==> config.mk <==
export PLATFORM = sky130hd
export DESIGN_NAME = lss_out_fifo
export DESIGN_NICKNAME = d
export VERILOG_FILES = /design/src/hw/rtl/lss_pkg.sv /design/src/hw/rtl/lss_out_fifo.sv
export SDC_FILE = /design/constraint.sdc
export NUM_CORES = 1
export LEC_CHECK = 0
export BUFFER_PORTS_ARGS = -buffer_cell sky130_fd_sc_hd__buf_2
export CAP_MARGIN = 20
export CORE_ASPECT_RATIO = 1.2
export CORE_MARGIN = 2
export CORE_UTILIZATION = 30
export DETAILED_ROUTE_END_ITERATION = 8
export GPL_TIMING_DRIVEN = 0
export PLACE_DENSITY_LB_ADDON = 0.15
export SYNTH_ARGS = -nofsm -noshare
export SYNTH_HDL_FRONTEND = slang
export SYNTH_SLANG_ARGS = --single-unit
==> constraint.sdc <==
create_clock -name clk_i -period 2.05 [get_ports clk_i]
set_input_delay 0.41 -clock clk_i [delete_from_list [all_inputs] [get_ports clk_i]]
set_output_delay 0.41 -clock clk_i [all_outputs]
set_load 0.005 [all_outputs]
==> src/hw/rtl/lss_pkg.sv <==
package lss_pkg;

  // default and field widths
  localparam int MAX_WIDTH_DEF = 2048;
  localparam int PIX_W         = 8;
  localparam int CFG_W_BITS    = 12;
  localparam int CFG_H_BITS    = 16;
  localparam int APB_DW        = 32;
  localparam int APB_AW        = 3;
  localparam int OUT_DEPTH     = 4;

  localparam logic [CFG_W_BITS-1:0] RESET_WIDTH  = 12'd640;
  localparam logic [CFG_H_BITS-1:0] RESET_HEIGHT = 16'd480;
  localparam logic [PIX_W-1:0]      PIX_MAX      = 8'd255;

  typedef enum logic {
    CMD_PIXEL = 1'b0,
    CMD_DRAIN = 1'b1
  } cmd_e;

  typedef enum logic {
    REG_FRAME_WIDTH  = 1'b0,
    REG_FRAME_HEIGHT = 1'b1
  } reg_idx_e;

  // control carried from the issue stage to the data stage
  typedef struct packed {
    logic             emit;
    logic             is_pixel;
    logic             interior;
    logic             last;
    logic             sel_recent;
    logic [PIX_W-1:0] pix;
  } lss_item_t;

  // one finished output pixel
  typedef struct packed {
    logic             last;
    logic [PIX_W-1:0] pix;
  } lss_res_t;

endpackage

==> src/hw/rtl/lss_out_fifo.sv <==
module lss_out_fifo
  import lss_pkg::*;
#(
  localparam int PTRW = $clog2(OUT_DEPTH),
  localparam int CNTW = $clog2(OUT_DEPTH + 1)
) (
  input  logic            clk_i,
  input  logic            rst_ni,
  input  logic            push_i,
  input  lss_res_t        push_data_i,
  output logic            m_axis_tvalid,
  input  logic            m_axis_tready,
  output lss_res_t        head_o,
  output logic [CNTW-1:0] count_o
);

  lss_res_t        slots_q [OUT_DEPTH];
  logic [PTRW-1:0] wr_ptr_q, rd_ptr_q;
  logic [CNTW-1:0] cnt_q;
  logic            pop;

  assign m_axis_tvalid = (cnt_q != '0);
  assign pop           = m_axis_tvalid && m_axis_tready;
  assign head_o        = slots_q[rd_ptr_q];
  assign count_o       = cnt_q;

  always_ff @(posedge clk_i) begin
    if (push_i) begin
      slots_q[wr_ptr_q] <= push_data_i;
    end
  end

  always_ff @(posedge clk_i or negedge rst_ni) begin
    if (!rst_ni) begin
      wr_ptr_q <= '0;
      rd_ptr_q <= '0;
      cnt_q    <= '0;
    end else begin
      if (push_i) begin
        wr_ptr_q <= wr_ptr_q + PTRW'(1);
      end
      if (pop) begin
        rd_ptr_q <= rd_ptr_q + PTRW'(1);
      end
      if (push_i && !pop) begin
        cnt_q <= cnt_q + CNTW'(1);
      end else if (pop && !push_i) begin
        cnt_q <= cnt_q - CNTW'(1);
      end
    end
  end

endmodule
* After elaboration in Yosys (flattened, before gate mapping) *
Memories as Yosys holds them, arrays and structs flattened.
Cells that the tools add are included.

operators by class
  add/sub/neg operators = 4
  multiplexer cells = 4
  reductions and logical operators = 7

operators by type and width
  operator                                          number
  2-to-1 mux 3 bit                                  2
  adder 2 x 1 -> 2 bit, second input constant       2
  adder 3 x 1 -> 3 bit, second input constant       1
  logical AND 1 bit                                 3
  nonzero test 3 bit                                1
  subtractor 3 x 1 -> 3 bit, second input constant  1
  zero test 1 bit                                   2
  2-to-1 mux 1 bit                                  2
  nonzero test 2 bit                                1

word-level totals
  bits in registers = 7
  bits in writable memories = 36
  input port bits = 13
  output and inout port bits = 13
  word-level logic and storage cells = 19
  memories kept = 1

memories
  name     words  bits a word  read ports  clocked after memory_dff  write ports  RTL line            source
  slots_q  4      9            1           0                         1            lss_out_fifo.sv:17  lss_res_t slots_q [OUT_DEPTH];

* Depth between registers and ports, before layout *
Gate-level depths: netlist (run 1).

  depth after elaboration = 5
  gate-level depth with buffers = 8
  gate-level depth less buffers = 8

* Least setup slack after synthesis (run 1) *
No wires, ideal clock.

  kind = register -> register
  from = register cnt_q[0] (netlist: count_o[0])
  to = register cnt_q[2] (netlist: count_o[2])
  library setup time = 79 ps
  arrival = 1894 ps
  data required time = 1971 ps
  setup slack = 76 ps
  cell stages (with the launch flop) = 9
  path buffers = 0
  clock period less this slack = 1974 ps
  path through = dfrtp_1 or3_4 nand2_4 ha_1 inv_1 fa_1 xor2_1 nor2_1 xor2_1

between the ends
  longest elaborated chain between the ends = 5
  elaborated cells between the ends (all ways) = 10
  those cells by class = add/sub (2); mux (2); reduce/logical (6)

RTL lines
  what                                                           RTL line            source
  from (decl)                                                    lss_out_fifo.sv:19  logic [CNTW-1:0] cnt_q;
  from (signal assigned)                                         lss_out_fifo.sv:46  cnt_q <= cnt_q + CNTW'(1);
  from (signal assigned)                                         lss_out_fifo.sv:48  cnt_q <= cnt_q - CNTW'(1);
  nonzero test 3 bit (*)                                         lss_out_fifo.sv:22  assign m_axis_tvalid = (cnt_q != '0);
  named net m_axis_tvalid                                        lss_out_fifo.sv:11  output logic m_axis_tvalid,
  logical AND 1 bit (*)                                          lss_out_fifo.sv:23  assign pop = m_axis_tvalid && m_axis_tready;
  zero test 1 bit                                                lss_out_fifo.sv:45  if (push_i && !pop) begin
  logical AND 1 bit                                              lss_out_fifo.sv:45
  2-to-1 mux 3 bit / nonzero test 2 bit (equally long branches)  -

Mark *: on every way through the listed nets, which the timed path passes. The rest lies on a longest branch. The select of a mux whose other input is x is not followed.
A chain may end at the register's enable or synchronous reset.

==> metrics, run 1 <==
status=finished clean; Clock Path Buffers=2; R2R setup slack=120 ps; DP Worst Slack=-34.4 ps; number of buffers created by CTS=5; Core Area=0.00559 mm²; chip height=between 80 and 90 µm; die footprint=between 0.006 and 0.007 mm²; final worst path period share=between 90% and 100%; Slowest cell on crit path=mux4_2; Syn Area/Cell=between 20 and 25 µm²; first-pass iteration count of the detailed router=4; Ant. Diodes=0; sequential area share after synthesis=about three quarters; Worst Hold Class=primary input to register; Crit Path Class=register to primary output; Post-Synth Adder-Cell Area=between 4 and 5%; Area contributors post-synth=edfxtp_1, mux4_2, dfrtp_1; DRT antenna net count=0; min Tclk post-route=between 1500 and 2000 ps; Clock Skew=5.10 ps; number of buffers added on ports=25; mux cell area share after synthesis=between 10% and 20%; maximum vdd drop=about 0.0007 V; post-synth cell types=19; fin util=approximately 38%; Syn Inst Count=80; initial antenna violation count=0; Worst EP required=~1600 ps; Synth warnings=0; Critical R2R Launch=count_o[1]; largest family of logic cells by synthesized area=multiplexers; hold_ws=around 330 ps; largest net degree at the start of global routing=14; Seq cells post-synth=43; CTS tree=done; worst slew pin tran=between 500 and 600 ps; Initial DRC Count=31; vias in the first global route=a little under 900; worst hold start=push_data_i[5]; kind of cell adding the most delay to the critical path=multiplexers; final hold vios=0; drt drc=0; RSZ-0062 raised after global routing=false; crit-path max FO=10; Slew headroom=a little under two thirds; first-pass GRT wire length=around 4.6 mm; Max Fclk=around 0.51 GHz; H-tree depth=2; post-DP HPWL=slightly below 2 mm; synthesized cell area=around 0.0017 mm²; Worst path depth=3; # IOs=26; slowest cell delay on critical path=about 520 ps; WL per Instance=about 16 µm; Vias=between 800 and 900; crit path buf inv count=2; xor/xnor share of the synthesized area=approximately 3.1%; Hold Path Stages=1; die width=approximately 73 µm; Clk pin slew, worst setup/hold paths=approximately 80 ps; layout cells sized above 1=44.1%; worst reg-to-reg path cell count=8; Lkg Pwr=0.781 nW; Nets=136; CTS sink count=43; post-synthesis compound-gate area fraction=less than 1%; max_cap viols=0; clk_lat worst skew=about 290 ps; Final WS setup=roughly 99 ps; top cell type's share of synthesized area=a little under two thirds; area delta synth->final=23.0%; capturing point of the worst reg2reg path=count_o[2]; Setup crit end kind=primary output; Syn Nets=99; Pwr Density=1410 mW/mm²; root buf cell=clkbuf_8; Worst Path Arrival=1540 ps; Synth area leader=edfxtp_1; Hold EP=slots_q[2][5]; routed vias/inst=roughly 4.5; All-Layer GR Usage=about a tenth; row count=30; Initial Util=30.5%; fillcell total=approximately 520; gr ovfl total=0; final slew viol count=0; routed wire length=2.97 mm; kind of start point of the critical path=register; cell area after layout=approximately 0.0021 mm²; RePlAce Congestion=roughly 0.63; placed inst area=between 0.0015 and 0.002 mm²; crit-path cells=buf_6, mux4_2, buf_2; Setup Viol. Count Final=0; simple-gate area share of the yosys netlist=approximately 3.8%
-- routing by layer --
| metal | GRT usage (%) | vias to the layer above | share of wire, % |
|---|---|---|---|
| li1 | - | 381 | - |
| met1 | 10.9 | 413 | 41 |
| met2 | 18.4 | 22 | 52 |
| met3 | 3.60 | 5 | 4.6 |
| met4 | 4.04 | 0 | 1.6 |
| met5 | 0 | - | 0 |
-- where the power goes --
group	internal, W	switching (W)
combinational	0.000501	0.000444
clock	0.000487	0.000282
sequential	0.00117	0.0000780
total	0.00216	0.000804
-- synth_stat cells --
cell type	n
edfxtp_1	36
mux4_2	8
dfrtp_1	7
ha_1	5
and2_1	4
inv_1	3
xnor2_1	3
xor2_1	3
buf_2	1
buf_6	1
fa_1	1
mux2_2	1
mux4_1	1
nand2_1	1
nand2_4	1
nand3_2	1
nor2_1	1
o21ai_0	1
or3_4	1
-- per-stage QoR --
step / power [W] / std cells / TNS [ps]
6_report: 0.00296 / 182 / 0
5_1_grt: 0.00315 / 182 / 0
3_5_place_dp: 0.00217 / 169 / -34.4
2_1_floorplan: 0.00184 / 80 / 0
3_3_place_gp: 0.00213 / 169 / -15.0
4_1_cts: 0.00298 / 180 / 0
-- layout by cell type (no fill, tap or decap), types with 2 or more instances in the layout --
cell type / count
edfxtp_1: 36
clkbuf_8: 5
and2_1: 4
dfrtp_1: 7
buf_4: 4
mux4_2: 8
ha_1: 4
inv_1: 3
buf_2: 26
xnor2_1: 3
xor2_1: 3
bufinv_16: 2
-- worst register-to-register path, cell delays in order, from the launching register on --
cell and delay, ps:
dfrtp_1 410, or3_4 410, nand2_4 100, ha_4 130, inv_1 50, fa_2 330
xor2_1 140, nor2_1 130, xor2_1 160
-- logic make-up after synthesis --
| family | after synthesis |
|---|---|
| adder cells (fa/ha/maj) | 6 |
| flip-flops | 43 |
| XOR/XNOR | 6 |
| buffers and inverters | 5 |
| multiplexers | 10 |
| AO/OA/AOI/OAI | 1 |
| AND/OR/NAND/NOR | 9 |
-- final cells by class --
class	instances	area [µm²]	share of cell area, %
well taps	64	80.1	3.81
plain buffers	2	16.3	0.775
inverters	3	11.3	0.536
flip-flops and latches	43	1260	59.8
clock buffers	6	72.6	3.46
repair buffers	30	165	7.87
clock inverters	2	60.1	2.86
multi-input cells	32	438	20.9
-- registers in the layout, summed over array words and instances (netlist names) --
register  count
slots_q      36
wr_ptr_q      2
count_o       3
rd_ptr_q      2
-- worst max-delay path by stage --
stage | slack, ps | to | from
floorplan | 80 | count_o[2] | count_o[0]
global placement | -10 | count_o[2] | count_o[0]
detailed placement | -30 | count_o[2] | count_o[0]
CTS | 20 | count_o[2] | count_o[1]
global route | 30 | head_o[4] | rd_ptr_q[0]
finish | 100 | head_o[0] | rd_ptr_q[0]
-- repair_timing --
action / 4_1_cts / 5_1_grt
buffers inserted: 2 / 2
endpoints found under the setup margin: 2 / 1
gates cloned: 0 / 0
hold endpoints to repair: 7 / 0
hold buffers: 1 / 0
gates resized for setup: 2 / 1
pin swaps: 3 / 2
(Power assumes the default switching activity.)
==> run 2, diff against run 1 <==
Settings changed: CAP_MARGIN 20 to 0, CORE_UTILIZATION 30 to 35, MAX_ROUTING_LAYER from default to met4.
==> run 2 against run 1 <==
- via count is 1.6% higher
- clock power is 38% lower
- sequential cell count stayed put
- maximum frequency is 0.97% higher
- critical path depth is 5 higher
- count of clock-buffer cells in the layout is 1 lower
- global-route usage is 1.5 points higher
- cell area is 3.0% lower
- largest cell class unchanged
- largest power group unchanged
==> metrics, run 2 (synthesis gave the netlist of run 1 again) <==
routed wire length=2.68 mm (was 2.97 mm); WL per Instance=15.3 µm (was 16.3 µm); die width=67.7 µm (was 72.9 µm); Nets=136 (unchanged); Worst Hold Class=primary input to register (unchanged); initial antenna violation count=0 (unchanged); first-pass iteration count of the detailed router=6 (was 4); Most common cell on crit path=xor2_1; Clock Path Buffers=2 (unchanged); vias in the first global route=848 (was 891); worst slew pin tran=546 ps (was 543 ps); final worst path period share=94.3% (was 95.2%); slowest cell delay on critical path=430 ps (was 520 ps); # IOs=26 (unchanged); footprint of the multi-input gates=438 µm² (unchanged); max_cap viols=0 (unchanged); All-Layer GR Usage=11.8% (was 10.3%); min Tclk post-route=1930 ps (was 1950 ps); Clock power frac=18.0% (was 26.0%); Vias=834 (was 821); die footprint=0.00545 mm² (was 0.00631 mm²); final slew viol count=0 (unchanged); crit-path cells=or3_4, nand2_4, ha_4, inv_1, fa_2, xor2_1, nor2_1, xor2_1 (was buf_6, mux4_2, buf_2); first-pass GRT wire length=4.24 mm (was 4.57 mm); drt drc=0 (unchanged); FF+latch area=0.00126 mm² (unchanged); switching share of total power=28.6% (was 27.1%); Biggest register=slots_q (unchanged); Slowest cell on crit path=or3_4 (was mux4_2); Internal Pwr Total=0.00190 W (was 0.00216 W); Tot Pwr=0.00265 W (was 0.00296 W); maximum vdd drop=0.000703 V (was 0.000682 V); number of buffers added on ports=25 (unchanged); CTS sink count=43 (unchanged); Core Area=0.00463 mm² (was 0.00559 mm²); largest net degree at the start of global routing=13 (was 14); Pwr Density=1300 mW/mm² (was 1410 mW/mm²); chip height=80.5 µm (was 86.6 µm); Max Fclk=0.518 GHz (was 0.513 GHz); Crit Path Class=register to register (was register to primary output); DRT antenna net count=0 (unchanged); Worst Path Arrival=2140 ps (was 1540 ps); Lkg Pwr=0.757 nW (was 0.781 nW); most frequent cells in the layout=edfxtp_1, buf_2, mux4_2, dfrtp_1, clkbuf_8 (unchanged); fillcell total=428 (was 519); Slew headroom=63.6% (was 63.8%); number of buffers created by CTS=5 (unchanged); combinational power share=34.8% (was 31.9%); switching pwr=0.000758 W (was 0.000804 W); Initial DRC Count=50 (was 31); kind of start point of the critical path=register (unchanged); commonest non-fill, non-tap cell in the layout=edfxtp_1 (unchanged); Clk pin slew, worst setup/hold paths=70 ps (was 80 ps); H-tree depth=2 (unchanged); hold_ws=331 ps (was 334 ps); Setup crit end kind=register (was primary output); final hold vios=0 (unchanged); gr ovfl total=0 (unchanged); final setup TNS=0 ps (unchanged); RSZ-0062 raised after global routing=false (unchanged); Initial Util=36.9% (was 30.5%); CTS tree=done (unchanged); Ant. Diodes=0 (unchanged); Setup Viol. Count Final=0 (unchanged); crit-path max FO=4 (was 10); root buf cell=clkbuf_8 (unchanged); Clock Skew=3.20 ps (was 5.10 ps); status=finished clean (unchanged); post-DP HPWL=1.79 mm (was 1.99 mm); layout cells sized above 1=43.6% (was 44.1%); clk_lat worst skew=280 ps (was 290 ps); row count=27 (was 30); sequential fraction of design power=47.2% (was 42.1%); Worst EP required=2260 ps (was 1640 ps); routed vias/inst=4.77 (was 4.51); max FFs per register=36 (unchanged); area delta synth->final=19.4% (was 23.0%); RePlAce Congestion=0.669 (was 0.633)
-- run 2: metal layers --
metal | up-vias | GRT usage (%) | share of wire, %
li1 | 380 | - | -
met1 | 426 | 13.4 | 40
met2 | 23 | 18.6 | 53
met3 | 5 | 4.48 | 5.0
met4 | 0 | 4.90 | 1.9
met5 | - | - | 0
-- run 2: power by group through the flow --
stage | Clock, W | Combinational (W) | Sequential, W
after global placement | 0 | 0.000851 | 0.00127
after detailed placement | 0 | 0.000866 | 0.00129
after global routing | 0.000531 | 0.00104 | 0.00127
final | 0.000478 | 0.000922 | 0.00125
after floorplan | 0 | 0.000571 | 0.00127
after CTS | 0.000495 | 0.000896 | 0.00126
-- run 2: path summary, 6_finish.rpt --
kind / start / endpoint / slack [ps] / cells after the start
min in group asynchronous: rst_ni / wr_ptr_q[1] / 480 / 2
worst max-delay path: count_o[1] / count_o[2] / 120 / 8
worst max register to register: count_o[1] / count_o[2] / 120 / 8
worst min-delay path: push_data_i[3] / slots_q[3][3] / 330 / 1
worst min register to register: count_o[2] / count_o[2] / 500 / 1
max in group asynchronous: rst_ni / rd_ptr_q[1] / 1410 / 2
-- run 2: cell type report --
class | count | area share [%]
Sequential cell | 43 | 61.7
Tap cell | 58 | 3.56
Buffer | 2 | 0.799
Clock buffer | 5 | 3.38
Multi-Input combinational cell | 32 | 21.5
Timing Repair Buffer | 30 | 8.11
Inverter | 3 | 0.553
Clock inverter | 2 | 0.430
-- run 2: critical path, delay by kind of cell (launching register included) --
kind | cells | cell delay [ps]
xor gates and xnor gates | 2 | 290
adders and majority gates | 2 | 460
buffers and inverters | 1 | 50
DFF | 1 | 420
and+or+nand+nor | 3 | 650
-- run 2: stage by stage --
stage          setup WS [ps]  std cells  utilization [%]  instance area (µm²)
2_1_floorplan           76.4         80                -                 1710
3_3_place_gp            12.8        163             41.1                 1900
3_5_place_dp            11.9        163             41.1                 1900
4_1_cts                 22.4        172             43.2                 2000
5_1_grt                 2.17        175             44.0                 2040
6_report                 118        175             44.0                 2040
-- run 2: repair_timing --
| item | in CTS | in global routing |
|---|---|---|
| buffers inserted | 1 | 3 |
| cloned | 0 | 0 |
| hold endpoints to repair | 7 | 0 |
| resized for setup | 0 | 3 |
| endpoints found under the setup margin | 1 | 1 |
| pin swaps | 0 | 3 |
| hold buffers | 1 | 0 |
