**src/hw/rtl/lss_pkg.sv**
```systemverilog
package lss_pkg;

  // default and field widths
  localparam int MAX_WIDTH_DEF = 2048;
  localparam int PIX_W         = 8;
  localparam int CFG_W_BITS    = 12;
  localparam int CFG_H_BITS    = 16;
  localparam int APB_DW        = 32;
  localparam int APB_AW        = 3;
  localparam int OUT_DEPTH     = 4;

  localparam logic [CFG_W_BITS-1:0] RESET_WIDTH  = 12'd640;
  localparam logic [CFG_H_BITS-1:0] RESET_HEIGHT = 16'd480;
  localparam logic [PIX_W-1:0]      PIX_MAX      = 8'd255;

  typedef enum logic {
    CMD_PIXEL = 1'b0,
    CMD_DRAIN = 1'b1
  } cmd_e;

  typedef enum logic {
    REG_FRAME_WIDTH  = 1'b0,
    REG_FRAME_HEIGHT = 1'b1
  } reg_idx_e;

  // control carried from the issue stage to the data stage
  typedef struct packed {
    logic             emit;
    logic             is_pixel;
    logic             interior;
    logic             last;
    logic             sel_recent;
    logic [PIX_W-1:0] pix;
  } lss_item_t;

  // one finished output pixel
  typedef struct packed {
    logic             last;
    logic [PIX_W-1:0] pix;
  } lss_res_t;

endpackage

```
**src/hw/rtl/lss_kernel.sv**
```systemverilog
module lss_kernel
  import lss_pkg::*;
(
  input  logic             clk_i,
  input  logic             rst_ni,
  input  logic             s1_valid_i,
  input  lss_item_t        s1_item_i,
  input  logic [PIX_W-1:0] cur_older_i,
  input  logic [PIX_W-1:0] cur_recent_i,
  output logic             res_valid_o,
  output lss_res_t         res_o
);

  // column window of the last two pixel steps
  logic [PIX_W-1:0] r1_q, o1_q, p1_q, r2_q;

  logic             s2_valid_q;
  logic [PIX_W-1:0] s2_centre_q, s2_centre_d;
  logic [PIX_W-1:0] s2_lap_q, s2_lap_d;
  logic             s2_last_q;

  logic [PIX_W+1:0]        sum4;
  logic [PIX_W+1:0]        centre4;
  logic signed [PIX_W+2:0] diff;
  logic [PIX_W+2:0]        mag;
  logic [PIX_W:0]          out_sum;

  always_ff @(posedge clk_i) begin
    if (s1_valid_i && s1_item_i.is_pixel) begin
      r2_q <= r1_q;
      r1_q <= cur_recent_i;
      o1_q <= cur_older_i;
      p1_q <= s1_item_i.pix;
    end
  end

  // centre is the recent value of the previous column, or a raw store read on drain
  always_comb begin
    if (s1_item_i.is_pixel) begin
      s2_centre_d = r1_q;
    end else if (s1_item_i.sel_recent) begin
      s2_centre_d = cur_recent_i;
    end else begin
      s2_centre_d = cur_older_i;
    end
  end

  // top + bottom + left + right - 4 * centre
  assign sum4    = (PIX_W+2)'(o1_q) + (PIX_W+2)'(p1_q) + (PIX_W+2)'(r2_q)
                 + (PIX_W+2)'(cur_recent_i);
  assign centre4 = {r1_q, 2'b00};
  assign diff    = $signed({1'b0, sum4}) - $signed({1'b0, centre4});
  assign mag     = diff[PIX_W+2] ? (PIX_W+3)'(-diff) : (PIX_W+3)'(diff);

  always_comb begin
    if (!s1_item_i.interior) begin
      s2_lap_d = '0;
    end else if (mag > (PIX_W+3)'(PIX_MAX)) begin
      s2_lap_d = PIX_MAX;
    end else begin
      s2_lap_d = mag[PIX_W-1:0];
    end
  end

  always_ff @(posedge clk_i or negedge rst_ni) begin
    if (!rst_ni) begin
      s2_valid_q <= 1'b0;
    end else begin
      s2_valid_q <= s1_valid_i && s1_item_i.emit;
    end
  end

  always_ff @(posedge clk_i) begin
    s2_centre_q <= s2_centre_d;
    s2_lap_q    <= s2_lap_d;
    s2_last_q   <= s1_item_i.last;
  end

  assign out_sum     = (PIX_W+1)'(s2_centre_q) + (PIX_W+1)'(s2_lap_q[PIX_W-1:1]);
  assign res_valid_o = s2_valid_q;
  assign res_o.pix   = out_sum[PIX_W] ? PIX_MAX : out_sum[PIX_W-1:0];
  assign res_o.last  = s2_last_q;

endmodule

```
**config.mk**
```make
export PLATFORM = sky130hd
export DESIGN_NAME = lss_kernel
export DESIGN_NICKNAME = d
export VERILOG_FILES = /design/src/hw/rtl/lss_pkg.sv /design/src/hw/rtl/lss_kernel.sv
export SDC_FILE = /design/constraint.sdc
export NUM_CORES = 1
export LEC_CHECK = 0
export ABC_AREA = 1
export BUFFER_PORTS_ARGS = -buffer_cell sky130_fd_sc_hd__buf_2
export CAP_MARGIN = 20
export CORE_UTILIZATION = 50
export DETAILED_ROUTE_END_ITERATION = 7
export PLACE_DENSITY = 0.81
export REMOVE_ABC_BUFFERS = 1
export SETUP_SLACK_MARGIN = 0.2
export SLEW_MARGIN = 15
export SYNTH_ARGS = -nofsm -noshare
export SYNTH_HDL_FRONTEND = slang
export SYNTH_SLANG_ARGS = --single-unit
```
**constraint.sdc**
```tcl
create_clock -name clk_i -period 3.4 [get_ports clk_i]
set_input_delay 0.34 -clock clk_i [delete_from_list [all_inputs] [get_ports clk_i]]
set_output_delay 0.34 -clock clk_i [all_outputs]
set_load 0.05 [all_outputs]
```
======== Word-level counts from Yosys, hierarchy flattened ========
Index checks and enable logic that the tools add are counted.
operators by class
  reductions and logical operators ........ 2
  $add $sub $neg .......................... 6
  muxes and demuxes ....................... 5
  $lt $le $gt $ge ......................... 1
operator list
  operator                                                        count
  2-to-1 mux 8 bit                                                4
  greater-than comparator 11 x 8 -> 1 bit, second input constant  1
  2-to-1 mux 11 bit                                               1
  negator 11 bit                                                  1
  subtractor 10 x 10 -> 11 bit                                    1
  adder 10 x 8 -> 10 bit                                          1
  adder 9 x 8 -> 10 bit                                           1
  adder 8 x 7 -> 9 bit                                            1
  adder 8 x 8 -> 9 bit                                            1
  logical AND 1 bit                                               2
word-level totals
  register bits after elaboration ......... 50
  output and inout bits ................... 10
  logic and storage cells ................. 22

======== Longest topological paths before layout ========
Gate-level depths: netlist of run 1.
  word-level depth ........................ 8
  gate-level depth with buffers ........... 22
  depth with buffers taken out ............ 22

======== Least setup slack after synthesis of run 1 ========
OpenSTA, ideal clock, no wires.
  kind .................................... reg2reg
  from .................................... register r1_q[0]
  to ...................................... register s2_lap_q[1]
  stages on the path, launching flop included .. 20
  setup slack ............................. -0.210 ns
  buffers on the path ..................... 0
  arrival ................................. 3.501 ns
  library setup time ...................... 0.109 ns
  cell sequence ........................... edfxtp_1 > inv_1 > fa_1 > fa_1 > fa_1 > inv_1 > fa_1 > inv_1 > nor3_1 > nand2_1 > inv_1 > nand2_1 > nor2_1 > nand2_1 > nand2_1 > nand3_1 > nand2_2 > nand4_1 > nand2_1 > inv_1
between the ends
  longest elaborated chain between the ends .. 5
RTL lines
  what                                     line              RTL
  start, declared                          lss_kernel.sv:15  logic [PIX_W-1:0] r1_q, o1_q, p1_q, r2_q;
  start signal, assigned                   lss_kernel.sv:31  r1_q <= cur_recent_i;
  subtractor 10 x 10 -> 11 bit (*)         lss_kernel.sv:52  assign diff = $signed({1'b0, sum4}) - $signed({1'b0, centre4});
  negator 11 bit                           lss_kernel.sv:53  assign mag = diff[PIX_W+2] ? (PIX_W+3)'(-diff) : (PIX_W+3)'(diff);
  2-to-1 mux 11 bit (*)                    lss_kernel.sv:53
  greater-than comparator 11 x 8 -> 1 bit  lss_kernel.sv:58  end else if (mag > (PIX_W+3)'(PIX_MAX)) begin
  2-to-1 mux 8 bit (*)                     lss_kernel.sv:58
  end signal, assigned                     lss_kernel.sv:75  s2_lap_q <= s2_lap_d;
  end, declared                            lss_kernel.sv:19  logic [PIX_W-1:0] s2_lap_q, s2_lap_d;
Mark *: on every way between the ends. The rest lies on a longest branch, timed or not.
A chain may end at the register's enable or synchronous reset.

======== Worst setup path in the final report of run 1 ========
  from .................................... register r1_q[0]
  to ...................................... register s2_lap_q[3]
Same word-level chain as after synthesis.

==> impl_summary.txt, run 1 <==
----------------------------------------------------
[Outcome]
  Status ... complete, but fails checks
  Violations in the final reports ... DRC, setup timing

[Power and ir drop]
  Seq pwr share ... 0.190
  Internal power component ... 1990 uW
  Net Sw Power ... 1823 uW
  Proportion of power drawn by the clock network ... 0.099
  Sw frac ... 0.4782
  Power per standard cell area ... 880.7 nW/um^2
  Leak Pwr ... 0.002191 uW
  Worst supply voltage drop on vdd ... 0.0004351 V
  Power share of the combinational group ... 0.710

[Timing]
  Setup repair after global routing missed its margin ... yes
  Final number of hold-violating endpoints ... 0
  Total count of max-transition violations in the final report ... 0
  Slew @ Worst Pin ... 0.3996 ns
  Period utilisation layout ... 1.066
  Final setup viols ... 7
  Final Worst Setup Slack ... -0.2230 ns
  Worst slew slack as a fraction of its limit ... 0.7336
  Clock tree skew after final layout ... 0.006108 ns
  Max Fclk ... 276.0 MHz
  Final Critical Period ... 3.623 ns

[Route]
  Number of nets with antenna violations after detailed routing ... 0
  Number of vias per cell ... 5.147
  Number of vias after detailed routing ... 2872
  Count of unresolved DRC violations after routing ... 2
  First drt pass iteration count ... 6
  Number of violations reported at the end of detailed-routing iteration 0 ... 119
  Routed length per instance ... 13.78 um
  Wire length after detailed routing ... 7692 um

[Critical path]
  Number of cells on the worst reg-to-reg path ... 19
  Startpoint Class ... flip-flop
  Critical path fanouts, max ... 7
  Critical Path RT ... 3.63 ns
  Critical Path End Type ... flip-flop
  Classification of the worst setup path ... flip-flop to flip-flop
  Data arrival at the endpoint of the critical path ... 3.85 ns

[Floorplan]
  Overall die area ... 7150 um^2
  Core Box Area ... 6459 um^2
  Top-Level Pins ... 42
  Chip Width ... 84.56 um
  Chip Height ... 84.56 um
  Starting utilization of the core area ... 0.5277
  Row count ... 29

[Yosys]
  Share of synthesized area occupied by flip-flops and latches ... 0.3833
  Count of synthesis-stage warnings from yosys ... 0
  Register bit total from synthesis ... 49
  Area of the mapped netlist ... 3408 um^2
  Post-synthesis area per instance ... 8.784 um^2
  Number of distinct library cells after synthesis ... 31
  Cell count after synthesis ... 388

[Layout]
  # nets final ... 557
  Core occupancy in the finished layout ... 0.6703
  ANT cells ... 0
  Fraction of layout instances using a drive strength above 1 ... 0.3347
  Most used cells in the layout excluding fill and tap cells ... 81 x nand2_1, 71 x inv_1, 48 x buf_4
  Layout overhead on the synthesized area ... 27.02%
  Most common cell after layout, fill and taps aside ... nand2_1
  Post-layout instance area ... 4329 um^2

[Global routing]
  First-pass GRT wire length ... 12740 um
  Total grt overflow ... 0
  Number of global-route vias before repair ... 2875
  Antenna violations before repair ... 0
  Total global-route track usage ... 0.2255
  Largest net degree at the start of global routing ... 33

[Clocking]
  H-Tree Level Count ... 2
  Clock tree sinks ... 49
  Longest Clk Path Bufs ... 2
  CTS tree ... done
  Clock-pin slew on the worst setup and hold paths ... 0.10 ns
  Root Buffer ... clkbuf_8
  TritonCTS buffer count ... 5
  Clock insertion delay at the later pin of the skew report ... 0.31 ns

[Place]
  Cell Area, Placed ... 3924 um^2
  Post-DP HPWL ... 5563 um
  Final GP Congestion ... 0.8300
  Number of buffers added on ports ... 41
  Worst slack at placement ... -0.5139 ns

[Min path]
  Cell depth of the worst min-delay path ... 1
  Class of the worst hold path ... primary input to flip-flop

[Job]
  Number of max-capacitance violations reported ... 0

----------------------------------------------------
critical path, cell delays in order (launching register included):
cell and delay [ns]:
edfxtp_1 0.41, inv_2 0.09, fa_1 0.42, fa_1 0.47
fa_1 0.51, inv_1 0.06, fa_1 0.53, inv_2 0.06
nor3_2 0.12, nand2_1 0.09, inv_2 0.08, nand2_2 0.06
nor2_1 0.08, nand2_1 0.09, nand2_2 0.08, nand3_2 0.09
nand2_4 0.11, nand4_1 0.09, nand2_1 0.07, inv_1 0.03
cell type report:
class	count	area [um^2]
clock buffer	5	68.82
tap	77	96.34
multi-input combinational	252	1946
timing repair buffer	90	575.6
fill	493	2130
clock inverter	3	28.78
inverter	82	307.8
sequential	49	1306
sequential cells by signal, indices dropped and copies added, names as in the netlist:
name and flops:
o1_q 8, p1_q 8, r1_q 8, r2_q 8, s2_centre_q 8, s2_lap_q 7, res_valid_o 1, s2_last_q 1
metrics by stage:
step | TNS [ns] | power, uW | std cells | hold slack, ns
after floorplan | -1.479 | 2302 | 383 | 0.04441
after global placement | -2.809 | 2930 | 534 | 0.1153
after detailed placement | -3.535 | 3017 | 534 | 0.1180
after CTS | -1.276 | 3667 | 553 | 0.1125
after global routing | -3.373 | 4125 | 558 | 0.1040
final | -1.503 | 3813 | 558 | 0.1223
cells by family after synthesis:
logic type	count (synthesis)	share of synthesized area
and+or+nand+nor	168	0.2364
buffers and inverters	87	0.1002
DFF	49	0.3833
adders and majority gates	45	0.2137
AOI/OAI and AO/OA	37	0.06131
xor gates and xnor gates	2	0.005140
power by group through the flow:
stage | Sequential [uW] | Combinational, uW | Clock, uW
floorplan | 734 | 1570 | 0
global placement | 735 | 2200 | 0
detailed placement | 739 | 2280 | 0
CTS | 726 | 2560 | 385
global route | 732 | 2990 | 406
finish | 725 | 2710 | 379
worst paths after layout:
path	startpoint	slack, ns	endpoint
worst max register to register	r1_q[0]$_DFFE_PP_	-0.22	s2_lap_q[3]$_SDFF_PN0_
max in group asynchronous	rst_ni	3.00	res_valid_o$_DFF_PN0_
worst max-delay path	r1_q[0]$_DFFE_PP_	-0.22	s2_lap_q[3]$_SDFF_PN0_
worst min register to register	r1_q[6]$_DFFE_PP_	0.46	r2_q[6]$_DFFE_PP_
min in group asynchronous	rst_ni	0.32	res_valid_o$_DFF_PN0_
worst min-delay path	s1_item_i[9]	0.12	s2_last_q$_DFF_P_
timing repair:
item | CTS | global route
setup endpoints to repair | 7 | 7
buffers inserted | 10 | 5
hold endpoints to repair | 1 | 0
resized for setup | 32 | 9
pin swaps | 12 | 15
hold buffers | 1 | 0
routing by layer:
| metal | track usage | up-vias | share of wire |
|---|---|---|---|
| met5 | 0 | - | 0 |
| met3 | 0.03343 | 14 | 0.039 |
| met1 | 0.2717 | 1363 | 0.41 |
| met2 | 0.4169 | 70 | 0.53 |
| met4 | 0.06626 | 0 | 0.016 |
| li1 | - | 1425 | - |
synthesized netlist by cell type, drive strengths merged:
| master | n | area [um^2] |
|---|---|---|
| dfxtp | 16 | 320.3 |
| o21a | 1 | 7.510 |
| nand4 | 13 | 87.58 |
| ha | 23 | 287.8 |
| a22oi | 7 | 52.55 |
| fa | 22 | 440.4 |
| inv | 81 | 304.0 |
| xnor2 | 2 | 17.52 |
| dfrtp | 1 | 25.02 |
| nor2 | 14 | 62.56 |
| nand2 | 107 | 446.7 |
| o21ai | 10 | 50.04 |
| clkinv | 1 | 3.750 |
| edfxtp | 32 | 960.9 |
| nand3 | 28 | 160.2 |
| or2 | 3 | 18.77 |
| clkbuf | 3 | 11.26 |
| nand3b | 1 | 20.02 |
| a21oi | 19 | 98.85 |
| buf | 2 | 22.52 |
| nor3 | 2 | 10.01 |
No activity file was read; power rests on OpenSTA's default activity.
==> run 2: changes to the inputs <==
ABC_AREA = unset   (was 1)
PLACE_DENSITY = 0.82   (was 0.81)
==> impl_summary.txt, run 2 <==
----------------------------------------------------
[Timing]
  Final Critical Period ... 3.876 ns
  Period utilisation layout ... 1.140
  Slew @ Worst Pin ... 0.4110 ns
  Total count of max-transition violations in the final report ... 0
  Final setup viols ... 7
  Post-Route Setup TNS ... -3.234 ns
  Setup repair after global routing missed its margin ... yes
  Final number of hold-violating endpoints ... 0
  Worst slew slack as a fraction of its limit ... 0.7260
  Clock tree skew after final layout ... 0.01004 ns
  Max Fclk ... 258.0 MHz
  Final Worst Setup Slack ... -0.4759 ns

[Yosys]
  Share of synthesized flip-flops with an asynchronous set or reset ... 0.02041
  Register bit total from synthesis ... 49
  Commonest cells post-synth ... 43 x inv_1, 32 x edfxtp_1, 23 x ha_1
  Synthesized-area fraction occupied by ao, oa, aoi and oai cells ... 0.1190
  Count of flip-flops with a built-in enable after synthesis ... 32
  Multiplexer area fraction after synthesis ... 0.02885
  Main combinational cell family by area after synthesis ... adder cells
  Post-synthesis xor/xnor area fraction ... 0.04647
  Area of the mapped netlist ... 3123 um^2
  Most numerous cell in the Yosys netlist ... inv_1
  Post-synthesis area per instance ... 11.19 um^2
  Cell count after synthesis ... 279
  Count of synthesis-stage warnings from yosys ... 0
  Number of distinct library cells after synthesis ... 45
  Area share of the leading cell type in the synthesized netlist ... 0.3077
  Adder-cell share of the synthesized area ... 0.2332
  Area contributors post-synth ... edfxtp_1 31%, fa_1 14%, dfxtp_1 10%, ha_1 9.2%, inv_1 5.2%
  Cell type with the largest total area after synthesis ... edfxtp_1
  Share of synthesized area occupied by flip-flops and latches ... 0.4183
  Commonest register cell after synthesis ... edfxtp_1
  Simple-gate share of the synthesized area ... 0.09535

[Route]
  Number of nets with antenna violations after detailed routing ... 0
  Wire length after detailed routing ... 5981 um
  First drt pass iteration count ... 4
  Count of unresolved DRC violations after routing ... 0
  Number of vias per cell ... 5.079
  Routed length per instance ... 13.84 um
  Number of vias after detailed routing ... 2194
  Number of violations reported at the end of detailed-routing iteration 0 ... 122

[Floorplan]
  Starting utilization of the core area ... 0.5244
  Chip Height ... 81.03 um
  Row count ... 28
  Core Box Area ... 5956 um^2
  Top-Level Pins ... 42
  Overall die area ... 6566 um^2
  Chip Width ... 81.03 um

[Clocking]
  Root Buffer ... clkbuf_8
  TritonCTS buffer count ... 5
  H-Tree Level Count ... 2
  CTS tree ... done
  Clock-pin slew on the worst setup and hold paths ... 0.10 ns
  Longest Clk Path Bufs ... 2
  Clock insertion delay at the later pin of the skew report ... 0.31 ns
  Clock tree sinks ... 49

[Layout]
  Fraction of layout instances using a drive strength above 1 ... 0.3109
  Final Non-Filler Cells ... 432
  ANT cells ... 0
  Layout overhead on the synthesized area ... 23.04%
  # nets final ... 433
  Layout filler cell count ... 448
  Most used cells in the layout excluding fill and tap cells ... 41 x inv_1, 38 x buf_2, 32 x edfxtp_1, 32 x buf_4, 21 x fa_1
  Most common cell after layout, fill and taps aside ... inv_1

[Critical path]
  Critical path fanouts, max ... 6
  Sequence of cells on the critical path ... inv_2, fa_1, fa_1, fa_1, inv_1, fa_2, nand2b_4, a2111o_1, o211ai_2, nor4_4, a21o_2, a21oi_4, o22ai_1
  Startpoint Class ... flip-flop
  Largest stage delay on the critical path ... 0.56 ns
  Data arrival at the endpoint of the critical path ... 4.07 ns
  Master of the slowest instance on the critical path ... fa_1
  Most frequent cell on the critical path ... fa_1
  Classification of the worst setup path ... flip-flop to flip-flop
  Critical Path End Type ... flip-flop
  Critical Path RT ... 3.60 ns

[Global routing]
  Antenna violations before repair ... 0
  Total global-route track usage ... 0.1954
  Largest net degree at the start of global routing ... 33
  Total grt overflow ... 0
  Number of global-route vias before repair ... 2124
  First-pass GRT wire length ... 9577 um

[Job]
  Number of max-capacitance violations reported ... 0

[Place]
  Final GP Congestion ... 0.8269
  Post-placement cell count ... 417
  Post-DP HPWL ... 4425 um
  Number of buffers added on ports ... 41

[Power and ir drop]
  Power per standard cell area ... 934.4 nW/um^2
  Worst supply voltage drop on vdd ... 0.0006079 V
  Leak Pwr ... 0.001739 uW

[Outcome]
  Violations in the final reports ... setup timing
  Status ... complete, but fails checks

[Min path]
  Class of the worst hold path ... primary input to flip-flop

----------------------------------------------------
[run 2: kinds of logic after synthesis]
| family | after synthesis |
|---|---|
| and+or+nand+nor | 62 |
| AOI/OAI and AO/OA | 53 |
| DFF | 49 |
| buffers and inverters | 47 |
| adders and majority gates | 45 |
| xor gates and xnor gates | 14 |
| muxes | 9 |
[run 2: metrics by stage]
stage          power, uW  instance area (um^2)  hold WS [ns]    util  worst slack (ns)
6_report            3590                  3842        0.1204  0.6452           -0.4759
5_1_grt             3849                  3842        0.1051  0.6452           -0.5983
4_1_cts             3513                  3805        0.1128  0.6389           -0.3907
2_1_floorplan       2383                  3100       0.04441       -           -0.3629
3_3_place_gp        2930                  3595        0.1152  0.6036           -0.5430
3_5_place_dp        2988                  3595        0.1154  0.6036           -0.6655
[run 2: path summary, 6_finish.rpt]
kind,slack [ns],start,to,depth (start not counted)
setup reg to reg,-0.48,r1_q[0]$_DFFE_PP_,s2_lap_q[5]$_SDFF_PN0_,13
setup / recovery,-0.48,r1_q[0]$_DFFE_PP_,s2_lap_q[5]$_SDFF_PN0_,13
max in group asynchronous,2.99,rst_ni,res_valid_o$_DFF_PN0_,2
min in group asynchronous,0.33,rst_ni,res_valid_o$_DFF_PN0_,2
hold / removal,0.12,s1_item_i[9],s2_last_q$_DFF_P_,1
hold reg to reg,0.50,r1_q[7]$_DFFE_PP_,r2_q[7]$_DFFE_PP_,0
[run 2: timing repair]
item / 4_1_cts / 5_1_grt
endpoints found under the setup margin: 7 / 14
buffers inserted: 5 / 1
hold endpoints to repair: 1 / 0
gates resized for setup: 13 / 10
hold buffers: 1 / 0
pin swaps: 22 / 1
[run 2: worst max-delay path, delay by kind of cell (launching register included)]
family          cells  cell delay, ns
fa+ha+maj           4            1.86
compound gates      5            1.06
flops               1            0.43
simple gates        2            0.23
buf+inv             2            0.18
[run 2: cell type report]
type                       instances  area, um^2  share of cell area
inverter                          43       161.4             0.04201
clock inverter                     3       21.27            0.005536
tap                               75       93.84             0.02442
clock buffer                       5       68.82             0.01791
timing repair buffer              74       466.7              0.1215
sequential                        49        1306              0.3400
multi-input combinational        183        1724              0.4487
[run 2: power breakdown]
part | total [uW] | leakage, uW | internal (uW) | switching [uW]
sequential | 751 | 0.000448 | 720 | 31.2
combinational | 2480 | 0.00125 | 1070 | 1410
clock | 356 | 0.0000445 | 146 | 209
[run 2: routing by layer]
| layer | up-vias | GRT usage | wire length [um] |
|---|---|---|---|
| li1 | 1093 | - | - |
| met1 | 1038 | 0.2654 | 2739 |
| met2 | 60 | 0.3286 | 2944 |
| met3 | 3 | 0.03371 | 264 |
| met4 | 0 | 0.04107 | 32 |
| met5 | - | 0 | 0 |
